==> src/sv/rast_alu.sv <==
module rast_alu (
    input  logic        sel_acc,
    input  logic [63:0] rd_data,
    input  logic [63:0] operand,
    input  logic [63:0] acc,
    output logic [63:0] sum
);

    // shared 64-bit adder: element update or running query total
    assign sum = rd_data + (sel_acc ? acc : operand);

endmodule

==> config.mk <==
export PLATFORM = sky130hd
export DESIGN_NAME = rast_alu
export DESIGN_NICKNAME = d
export VERILOG_FILES = /design/src/sv/rast_alu.sv
export SDC_FILE = /design/constraint.sdc
export NUM_CORES = 1
export LEC_CHECK = 0
export ABC_AREA = 1
export BUFFER_PORTS_ARGS = -buffer_cell sky130_fd_sc_hd__buf_2
export CORE_ASPECT_RATIO = 1.4
export CORE_MARGIN = 3
export CORE_UTILIZATION = 57
export DETAILED_ROUTE_END_ITERATION = 6
export GPL_TIMING_DRIVEN = 1
export MAX_ROUTING_LAYER = met4
export PLACE_DENSITY = 0.95
export REMOVE_ABC_BUFFERS = 1
export SLEW_MARGIN = 20
export SYNTH_ARGS = -nofsm -noshare
export SYNTH_HDL_FRONTEND = slang
export SYNTH_SLANG_ARGS = --single-unit
export TNS_END_PERCENT = 50
==> constraint.sdc <==
create_clock -name vclk -period 6.3
set_input_delay 0.945 -clock vclk [all_inputs]
set_output_delay 0.945 -clock vclk [all_outputs]
set_load 0.05 [all_outputs]
==> qor.json, run 1 <==
{
  "synth.avg_cell_area_um2": 4.89,
  "grt_pass1_wl_mm": 41.5,
  "power.static_leakage_uw": 0.00553,
  "floorplan.io_pins": 257,
  "antennaDiodeCount": 0,
  "pin_slew_with_the_least_headroom_to_its_limit_ns": 0.467,
  "post-place-ws_ns": 1.37,
  "placementRows": 46,
  "worst_ep_arrival_time_ns": 4.08,
  "coreArea_um2": 11300,
  "report.final.setup_viol": 0,
  "rsz0062_at_grt": "no",
  "fmax_ghz": 0.199,
  "die_h_um": 134,
  "gp_congestion": 1.12,
  "ctsHoldBuffers": 0,
  "vdd_ir_drop_max_mv": 0.199,
  "fin_hold_ws_ns": 2.38,
  "detailroute.via_count": 9064,
  "fp.dieArea_um2": 13000,
  "total_power_uw": 1300,
  "report.final.hold_viol_count": 0,
  "layout_min_cycle_time_ns": 5.02,
  "post-route-util": 0.712,
  "synth.cell_area_um2": 6630,
  "timing.slew.headroom": 0.689,
  "die_w_um": 97.1,
  "timing.setup.critical_path_class": "input pin to output port",
  "max_cap_viol_count": 0,
  "hpwl_mm": 24.2,
  "grt.total_usage": 0.405,
  "layout.area.seq_um2": 0,
  "commonest_non_fill_non_tap_cell_in_the_layout": "sky130_fd_sc_hd__nand2_1",
  "status": "completed",
  "drt-vias-per-instance": 5.18,
  "layout.clock_buffers": 0,
  "post_drt_wl_per_cell_um": 15.4,
  "grt_antenna_before_repair": 0,
  "floorplan.initialDensity": 0.584,
  "yosys_warnings": 0,
  "hold-path-endpoint": "sum[63]",
  "detail_route.wirelength_mm": 26.9,
  "nFlopsAndLatches": 0,
  "via_count_of_the_first_global_routing_pass": 8744,
  "io_buffer_count": 257,
  "startpoint_of_the_most_critical_hold_path": "rd_data[63]",
  "layout.cells.most_common_list": "sky130_fd_sc_hd__nand2_1, sky130_fd_sc_hd__inv_1, sky130_fd_sc_hd__buf_2",
  "drc": 0,
  "grt_max_degree": 34,
  "cp_data_required_time_ns": 5.35,
  "post-cts-setup-buffer-count": 0,
  "min_path_cells": 5,
  "finish.net_count": 1866,
  "worst_min_delay_path_category": "input pin to output port",
  "synth.yosys.seq_area_share": 0,
  "timing.final.max_slew_violations": 0,
  "post_cts.resized_instances": 0,
  "detail-route-antenna-nets": 0,
  "drive_above_1_share": 0.223,
  "pwr_density_cell_nw_per_um2": 161,
  "critPathLaunchType": "input pin",
  "timing.critical_path.fanout_max": 33,
  "final_min_period_over_clock_period": 0.798,
  "synth_cell_type_count": 21,
  "fin_tns_setup_ns": 0,
  "drt_pass1_iterations": 7,
  "grt-ovfl-total": 0,
  "finalWorstSetupSlack_ns": 1.28,
  "first_iter_violations": 619,
  "timing.critical_path.to_type": "output port",
  "crit_path_start": "sel_acc",
  "gate_count_post_synth": 1355,
  "layout-area-overhead-vs-synth_pct": 21.8
}
-- logic make-up (layout without fill, tap and decap cells) --
| kind of cell | Yosys count | after routing | share of synthesized area |
|---|---|---|---|
| xor+xnor | 32 | 32 | 0.0423 |
| buf+inv | 326 | 578 | 0.186 |
| mux | 64 | 64 | 0.109 |
| simple gates | 823 | 823 | 0.505 |
| compound gates | 46 | 46 | 0.0359 |
| fa+ha+maj | 64 | 64 | 0.122 |
-- where the power goes --
part	leakage [uW]	total [uW]	switching, uW	internal [uW]
registers	0	0	0	0
logic	0.00553	1300	939	362
clock network	0	0	0	0
-- synth_stat cells, types with 2 or more instances --
cell type | number | area share
sky130_fd_sc_hd__mux2_2 | 64 | 0.11
sky130_fd_sc_hd__nand3_2 | 9 | 0.014
sky130_fd_sc_hd__xor2_1 | 31 | 0.041
sky130_fd_sc_hd__nand2_2 | 12 | 0.011
sky130_fd_sc_hd__buf_2 | 7 | 0.0053
sky130_fd_sc_hd__a21oi_1 | 41 | 0.031
sky130_fd_sc_hd__nand2_1 | 604 | 0.34
sky130_fd_sc_hd__nor3_1 | 12 | 0.0091
sky130_fd_sc_hd__inv_1 | 319 | 0.18
sky130_fd_sc_hd__nor4_2 | 2 | 0.0038
sky130_fd_sc_hd__o21ai_0 | 2 | 0.0015
sky130_fd_sc_hd__nand4_1 | 13 | 0.012
sky130_fd_sc_hd__nor2_1 | 109 | 0.062
sky130_fd_sc_hd__ha_1 | 63 | 0.12
sky130_fd_sc_hd__nand3_1 | 50 | 0.038
sky130_fd_sc_hd__nor2_2 | 9 | 0.0085
sky130_fd_sc_hd__o21bai_1 | 3 | 0.0034
sky130_fd_sc_hd__nor3_2 | 2 | 0.0030
-- stage by stage --
step / instances / cell area, um2
4_1_cts: 1751 / 8070
6_report: 1751 / 8070
3_3_place_gp: 1751 / 8070
5_1_grt: 1751 / 8070
3_5_place_dp: 1751 / 8070
2_1_floorplan: 1348 / 6590
-- cell type report --
class	count	area (um2)
repair buffers	259	1300
inverters	319	1200
well taps	144	180
multi-input cells	1029	5390
fillers	1130	3270
-- critical path: stages --
cell and delay, ns:
sky130_fd_sc_hd__buf_2 0.30, sky130_fd_sc_hd__buf_4 0.48, sky130_fd_sc_hd__mux2_2 0.39, sky130_fd_sc_hd__ha_1 0.41
sky130_fd_sc_hd__nand2_1 0.24, sky130_fd_sc_hd__inv_1 0.06, sky130_fd_sc_hd__a21oi_1 0.28, sky130_fd_sc_hd__nand2_1 0.14
sky130_fd_sc_hd__nand2_1 0.07, sky130_fd_sc_hd__nand2_1 0.05, sky130_fd_sc_hd__a21oi_1 0.21, sky130_fd_sc_hd__nand3_1 0.11
sky130_fd_sc_hd__nand2_1 0.09, sky130_fd_sc_hd__buf_2 0.26
-- how the worst max path moves through the flow --
stage	endpoint	slack [ns]	cells after the start
3_3_place_gp	sum[62]	1.40	13
6_report	sum[61]	1.28	14
5_1_grt	sum[62]	1.12	13
2_1_floorplan	sum[32]	2.12	12
4_1_cts	sum[60]	1.35	15
3_5_place_dp	sum[60]	1.37	15
-- routing by layer --
layer / up-vias / track usage / share of wire
li1: 4546 / - / -
met1: 3847 / 0.374 / 0.34
met2: 527 / 0.745 / 0.49
met3: 144 / 0.0561 / 0.079
met4: 0 / 0.309 / 0.088
met5: - / - / 0
Power figures use the tool's default switching activity.
==> run 2, diff against run 1 <==
--- a/config.mk
+++ b/config.mk
@@ -9,11 +9,11 @@
 export BUFFER_PORTS_ARGS = -buffer_cell sky130_fd_sc_hd__buf_2
 export CORE_ASPECT_RATIO = 1.4
 export CORE_MARGIN = 3
-export CORE_UTILIZATION = 57
+export CORE_UTILIZATION = 53
 export DETAILED_ROUTE_END_ITERATION = 6
 export GPL_TIMING_DRIVEN = 1
 export MAX_ROUTING_LAYER = met4
-export PLACE_DENSITY = 0.95
+export PLACE_DENSITY = 0.94
 export REMOVE_ABC_BUFFERS = 1
 export SLEW_MARGIN = 20
 export SYNTH_ARGS = -nofsm -noshare
==> constraint.sdc (replaced) <==
create_clock -name vclk -period 4.75
set_input_delay 0.7125 -clock vclk [all_inputs]
set_output_delay 0.7125 -clock vclk [all_outputs]
set_load 0.05 [all_outputs]
==> qor.json, run 2 (same netlist as run 1, synthesis figures left out) <==
{
  "timing.setup.critical_path_class": "input pin to output port",
  "cp_data_required_time": {"value": 4.04, "unit": "ns", "change": "-1.31 ns"},
  "max_cap_viol_count": {"value": 0, "change": "unchanged"},
  "fp.dieArea": {"value": 13900, "unit": "um2", "change": "+7.1%"},
  "timing.slew.headroom": {"value": 0.636, "change": "-0.0523"},
  "drt-vias-per-instance": {"value": 5.09, "change": "-1.7%"},
  "layout_min_cycle_time_ns": 4.50,
  "gp_congestion": {"value": 1.13, "change": "+0.62%"},
  "drt_pass1_iterations": {"value": 6, "change": "-1"},
  "nFlopsAndLatches": {"value": 0, "change": "unchanged"},
  "status": "completed",
  "antennaDiodeCount": {"value": 0, "change": "unchanged"},
  "grt_max_degree": {"value": 21, "change": "-38%"},
  "coreArea": {"value": 12000, "unit": "um2", "change": "+5.8%"},
  "via_count_of_the_first_global_routing_pass": {"value": 8844, "change": "+1.1%"},
  "timing.critical_path.to_type": "output port",
  "post-cts-setup-buffer-count": {"value": 0, "change": "unchanged"},
  "fmax_ghz": 0.222,
  "detailroute.via_count": {"value": 8952, "change": "-1.2%"},
  "report.final.setup_viol": {"value": 0, "change": "unchanged"},
  "final_min_period_over_clock_period": 0.947,
  "fin_tns_setup": {"value": 0, "unit": "ns", "change": "unchanged"},
  "worst_min_delay_path_category": "input pin to output port",
  "startpoint_of_the_most_critical_hold_path": "rd_data[0]",
  "finish.net_count": {"value": 1871, "change": "+0.27%"},
  "post-place-ws": {"value": 0.297, "unit": "ns", "change": "-1.07 ns"},
  "rsz0062_at_grt": "no",
  "io_buffer_count": {"value": 257, "change": "unchanged"},
  "grt-ovfl-total": {"value": 0, "change": "unchanged"},
  "die_w": {"value": 100, "unit": "um", "change": "+3.5%"},
  "layout.cells.most_common_list": "sky130_fd_sc_hd__nand2_1, sky130_fd_sc_hd__inv_1, sky130_fd_sc_hd__buf_2",
  "layout-area-overhead-vs-synth_pct": 22.9,
  "grt_antenna_before_repair": {"value": 0, "change": "unchanged"},
  "hold-path-endpoint": "sum[0]",
  "layout.clock_buffers": {"value": 0, "change": "unchanged"},
  "placed_area": {"value": 8140, "unit": "um2", "change": "+0.88%"},
  "finalWorstSetupSlack": {"value": 0.249, "unit": "ns", "change": "-1.03 ns"},
  "power.static_leakage": {"value": 0.00557, "unit": "uW", "change": "+0.62%"},
  "ctsHoldBuffers": {"value": 0, "change": "unchanged"},
  "die_h": {"value": 138, "unit": "um", "change": "+3.5%"},
  "detail_route.wirelength": {"value": 27.6, "unit": "mm", "change": "+2.5%"},
  "grt.total_usage": {"value": 0.393, "change": "-0.0117"},
  "detail-route-antenna-nets": {"value": 0, "change": "unchanged"},
  "floorplan.initialDensity": {"value": 0.552, "change": "-0.0321"},
  "grt_pass1_wl": {"value": 42.2, "unit": "mm", "change": "+1.7%"},
  "min_path_cells": {"value": 3, "change": "-2"},
  "critPathLaunchType": "input pin",
  "hpwl": {"value": 24.9, "unit": "mm", "change": "+3.0%"},
  "pwr_density_cell": {"value": 214, "unit": "nW/um2", "change": "+33%"},
  "post_cts.resized_instances": {"value": 0, "change": "unchanged"},
  "final.fill_count": {"value": 1264, "change": "+12%"},
  "drc": {"value": 0, "change": "unchanged"},
  "design_area": {"value": 8140, "unit": "um2", "change": "+0.88%"},
  "drive_above_1_share": {"value": 0.225, "change": "+0.00241"},
  "commonest_non_fill_non_tap_cell_in_the_layout": "sky130_fd_sc_hd__nand2_1",
  "pin_slew_with_the_least_headroom_to_its_limit": {"value": 0.546, "unit": "ns", "change": "+0.0785 ns"},
  "floorplan.io_pins": {"value": 257, "change": "unchanged"},
  "vdd_ir_drop_max": {"value": 0.213, "unit": "mV", "change": "+7.4%"},
  "report.final.hold_viol_count": {"value": 0, "change": "unchanged"},
  "multi_input_area": {"value": 5390, "unit": "um2", "change": "unchanged"},
  "timing.final.max_slew_violations": {"value": 0, "change": "unchanged"},
  "post_drt_wl_per_cell": {"value": 15.7, "unit": "um", "change": "+2.1%"},
  "layout.area.seq": {"value": 0, "unit": "um2", "change": "unchanged"},
  "worst_ep_arrival_time": {"value": 3.79, "unit": "ns", "change": "-0.29 ns"},
  "timing.critical_path.fanout_max": {"value": 20, "change": "-39%"},
  "post-route-util": {"value": 0.679, "change": "-0.0331"},
  "placementRows": {"value": 47, "change": "+2.2%"},
  "first_iter_violations": {"value": 457, "change": "-26%"}
}
==> run 2: changes by cell type in the layout (fill, tap and decap cells not counted) <==
cell                     change
sky130_fd_sc_hd__buf_4       +5
sky130_fd_sc_hd__buf_12      +2
sky130_fd_sc_hd__buf_2       -2
==> run 2: per-stage QoR <==
step                      instances  hold slack (ns)  power [uW]
after floorplan                1348             1.80        1220
after global placement         1759             1.88        1710
after detailed placement       1759             1.90        1720
after CTS                      1759             1.90        1720
after global routing           1759             1.91        1870
final                          1759             1.90        1740
==> run 2: worst max path at each step <==
| stage | end | cells after the start | slack (ns) | start |
|---|---|---|---|---|
| after floorplan | sum[32] | 12 | 1.04 | sel_acc |
| after global placement | sum[56] | 15 | 0.36 | sel_acc |
| after detailed placement | sum[45] | 15 | 0.30 | sel_acc |
| after CTS | sum[45] | 15 | 0.29 | sel_acc |
| after global routing | sum[63] | 15 | 0.07 | sel_acc |
| final | sum[42] | 15 | 0.25 | sel_acc |
==> run 2: layer usage <==
metal | vias up | share of wire | global-route usage
li1 | 4554 | - | -
met1 | 3751 | 0.33 | 0.356
met2 | 494 | 0.50 | 0.711
met3 | 153 | 0.079 | 0.0559
met4 | 0 | 0.099 | 0.309
met5 | - | 0 | -
==> run 2: layout make-up <==
class / count / area share
Tap cell: 147 / 0.0226
Inverter: 319 / 0.147
Multi-Input combinational cell: 1029 / 0.662
Timing Repair Buffer: 264 / 0.168
==> run 2: worst max-delay path: stages <==
cell                      delay, ns
sky130_fd_sc_hd__buf_2         0.44
sky130_fd_sc_hd__buf_4         0.25
sky130_fd_sc_hd__mux2_2        0.34
sky130_fd_sc_hd__ha_1          0.44
sky130_fd_sc_hd__nand2_2       0.11
sky130_fd_sc_hd__nor2_1        0.31
sky130_fd_sc_hd__nand3_1       0.18
sky130_fd_sc_hd__nand3_2       0.15
sky130_fd_sc_hd__nand3_1       0.09
sky130_fd_sc_hd__nand2_1       0.18
sky130_fd_sc_hd__nand2_1       0.11
sky130_fd_sc_hd__nand2_1       0.07
sky130_fd_sc_hd__nand2_1       0.04
sky130_fd_sc_hd__nand2_1       0.07
sky130_fd_sc_hd__buf_2         0.27
==> run 2: where the power goes <==
group	switching, uW	total [uW]	internal [uW]
clock network	0	0	0
logic	1250	1740	493
registers	0	0	0
==> run 3, diff against run 2 <==
--- a/config.mk
+++ b/config.mk
@@ -7,13 +7,14 @@
 export LEC_CHECK = 0
 export ABC_AREA = 1
 export BUFFER_PORTS_ARGS = -buffer_cell sky130_fd_sc_hd__buf_2
+export CAP_MARGIN = 20
 export CORE_ASPECT_RATIO = 1.4
 export CORE_MARGIN = 3
-export CORE_UTILIZATION = 53
+export CORE_UTILIZATION = 50
 export DETAILED_ROUTE_END_ITERATION = 6
 export GPL_TIMING_DRIVEN = 1
 export MAX_ROUTING_LAYER = met4
-export PLACE_DENSITY = 0.94
+export PLACE_DENSITY = 0.9
 export REMOVE_ABC_BUFFERS = 1
 export SLEW_MARGIN = 20
 export SYNTH_ARGS = -nofsm -noshare
==> constraint.sdc (replaced) <==
create_clock -name vclk -period 4.91
set_input_delay 0.7365 -clock vclk [all_inputs]
set_output_delay 0.7365 -clock vclk [all_outputs]
set_load 0.05 [all_outputs]
==> qor.json, run 3 (same netlist as run 1, synthesis figures left out) <==
{
  "die_w": {"value": 103, "unit": "um", "change": "+2.8%"},
  "post-cts-setup-buffer-count": {"value": 0, "change": "unchanged"},
  "final_min_period_over_clock_period": 0.937,
  "die_h": {"value": 142, "unit": "um", "change": "+2.8%"},
  "status": "completed",
  "grt_antenna_before_repair": {"value": 0, "change": "unchanged"},
  "post_cts.resized_instances": {"value": 0, "change": "unchanged"},
  "critical-path-max-stage-delay": {"value": 0.39, "unit": "ns", "change": "-0.05 ns"},
  "detailroute.via_count": {"value": 8853, "change": "-1.1%"},
  "final.fill_count": {"value": 1422, "change": "+13%"},
  "grt.total_usage": {"value": 0.387, "change": "-0.00636"},
  "post-route-util": {"value": 0.632, "change": "-0.0469"},
  "layout_min_cycle_time_ns": 4.60,
  "crit_path_top_delay_cell": "sky130_fd_sc_hd__xor2_1",
  "pwr_density_cell": {"value": 207, "unit": "nW/um2", "change": "-3.1%"},
  "crit_path_start": "sel_acc",
  "via_count_of_the_first_global_routing_pass": {"value": 8536, "change": "-3.5%"},
  "fmax_ghz": 0.217,
  "layout.clock_buffers": {"value": 0, "change": "unchanged"},
  "worst_ep_arrival_time": {"value": 3.86, "unit": "ns", "change": "+0.07 ns"},
  "timing.setup.critical_path_class": "input pin to output port",
  "cp_data_required_time": {"value": 4.17, "unit": "ns", "change": "+0.13 ns"},
  "pin_slew_with_the_least_headroom_to_its_limit": {"value": 0.470, "unit": "ns", "change": "-0.0756 ns"},
  "commonest_non_fill_non_tap_cell_in_the_layout": "sky130_fd_sc_hd__nand2_1",
  "report.final.hold_viol_count": {"value": 0, "change": "unchanged"},
  "gp_congestion": {"value": 1.09, "change": "-3.2%"},
  "floorplan.initialDensity": {"value": 0.512, "change": "-0.0401"},
  "floorplan.io_pins": {"value": 257, "change": "unchanged"},
  "post-place-ws": {"value": 0.367, "unit": "ns", "change": "+0.0699 ns"},
  "grt_max_degree": {"value": 31, "change": "+48%"},
  "vdd_ir_drop_max": {"value": 0.179, "unit": "mV", "change": "-16%"},
  "detail-route-antenna-nets": {"value": 0, "change": "unchanged"},
  "finalWorstSetupSlack": {"value": 0.310, "unit": "ns", "change": "+0.0606 ns"},
  "fin_tns_setup": {"value": 0, "unit": "ns", "change": "unchanged"},
  "grt-ovfl-total": {"value": 0, "change": "unchanged"},
  "timing.critical_path.to_type": "output port",
  "rsz0062_at_grt": "no",
  "crit_chain": "buf_2 -> buf_4 -> mux2_2 -> ha_1 -> nand2_1 -> nor2_1 -> nand2_1 -> inv_1 -> nand4_1 -> nand3_1 -> xor2_1 -> buf_2",
  "finish.net_count": {"value": 1872, "change": "+0.053%"},
  "grt_pass1_wl": {"value": 42.0, "unit": "mm", "change": "-0.36%"},
  "drt-vias-per-instance": {"value": 4.94, "change": "-2.9%"},
  "timing.slew.headroom": {"value": 0.687, "change": "+0.0504"},
  "worst_min_delay_path_category": "input pin to output port",
  "layout.area.seq": {"value": 0, "unit": "um2", "change": "unchanged"},
  "power.static_leakage": {"value": 0.00557, "unit": "uW", "change": "about the same"},
  "fp.dieArea": {"value": 14700, "unit": "um2", "change": "+5.7%"},
  "timing.final.max_slew_violations": {"value": 0, "change": "unchanged"},
  "detail_route.wirelength": {"value": 28.6, "unit": "mm", "change": "+3.6%"},
  "hpwl": {"value": 25.7, "unit": "mm", "change": "+3.2%"},
  "critPathLaunchType": "input pin",
  "report.final.setup_viol": {"value": 0, "change": "unchanged"},
  "drive_above_1_share": {"value": 0.226, "change": "+0.000480"},
  "nFlopsAndLatches": {"value": 0, "change": "unchanged"},
  "crit_path_end": "sum[19]",
  "ctsHoldBuffers": {"value": 0, "change": "unchanged"},
  "timing.critical_path.fanout_max": {"value": 15, "change": "-25%"},
  "first_iter_violations": {"value": 374, "change": "-18%"},
  "coreArea": {"value": 12900, "unit": "um2", "change": "+7.8%"},
  "placementRows": {"value": 49, "change": "+4.3%"},
  "layout-area-overhead-vs-synth_pct": 23.4,
  "drc": {"value": 0, "change": "unchanged"},
  "max_cap_viol_count": {"value": 0, "change": "unchanged"},
  "drt_pass1_iterations": {"value": 6, "change": "unchanged"},
  "post_drt_wl_per_cell": {"value": 16.0, "unit": "um", "change": "+1.7%"},
  "layout.cells.most_common_list": "sky130_fd_sc_hd__nand2_1, sky130_fd_sc_hd__inv_1, sky130_fd_sc_hd__buf_2",
  "io_buffer_count": {"value": 257, "change": "unchanged"}
}
run 3: changes by cell type in the layout (fill, tap and decap cells not counted):
cell / change
sky130_fd_sc_hd__buf_12: -1
sky130_fd_sc_hd__buf_2: +2
sky130_fd_sc_hd__diode_2: +1
run 3: metrics by stage:
step | instance area [um2] | std cells | total power, uW | hold WS, ns
after floorplan | 6590 | 1348 | 1180 | 1.85
after global placement | 8170 | 1791 | 1660 | 1.94
after detailed placement | 8170 | 1791 | 1670 | 1.94
after CTS | 8170 | 1791 | 1670 | 1.94
after global routing | 8170 | 1791 | 1820 | 1.95
final | 8170 | 1792 | 1690 | 1.94
run 3: worst min path at each step:
stage                 from      end  slack (ns)  cells after the start
6_report       rd_data[63]  sum[63]        1.94                      5
5_1_grt         rd_data[0]   sum[0]        1.95                      3
4_1_cts         rd_data[0]   sum[0]        1.94                      3
3_5_place_dp    rd_data[0]   sum[0]        1.94                      3
3_3_place_gp    rd_data[0]   sum[0]        1.94                      3
2_1_floorplan   rd_data[0]   sum[0]        1.85                      1
run 3: layout make-up:
type / instances / area, um2 / area share
Tap cell: 178 / 223 / 0.0272
Multi-Input combinational cell: 1029 / 5390 / 0.660
Timing Repair Buffer: 265 / 1360 / 0.166
Antenna cell: 1 / 2.50 / 0.000306
Inverter: 319 / 1200 / 0.146
run 3: critical path: cells and delay by family:
family / cells / cell delay [ns]
simple gates: 5 / 0.91
buf+inv: 4 / 1.07
xor+xnor: 1 / 0.39
fa+ha+maj: 1 / 0.36
mux: 1 / 0.36
run 3: where the power goes:
part | switching, uW | internal [uW] | leakage [uW]
sequential | 0 | 0 | 0
clock | 0 | 0.0000273 | 0.00000000634
combinational | 1220 | 469 | 0.00557
total | 1220 | 469 | 0.00557
run 3: metal layers:
layer	wire, um	GRT usage	up-vias
met5	0	-	-
met4	2630	0.294	0
met3	2130	0.0662	139
li1	-	-	4556
met2	14100	0.685	433
met1	9780	0.359	3725
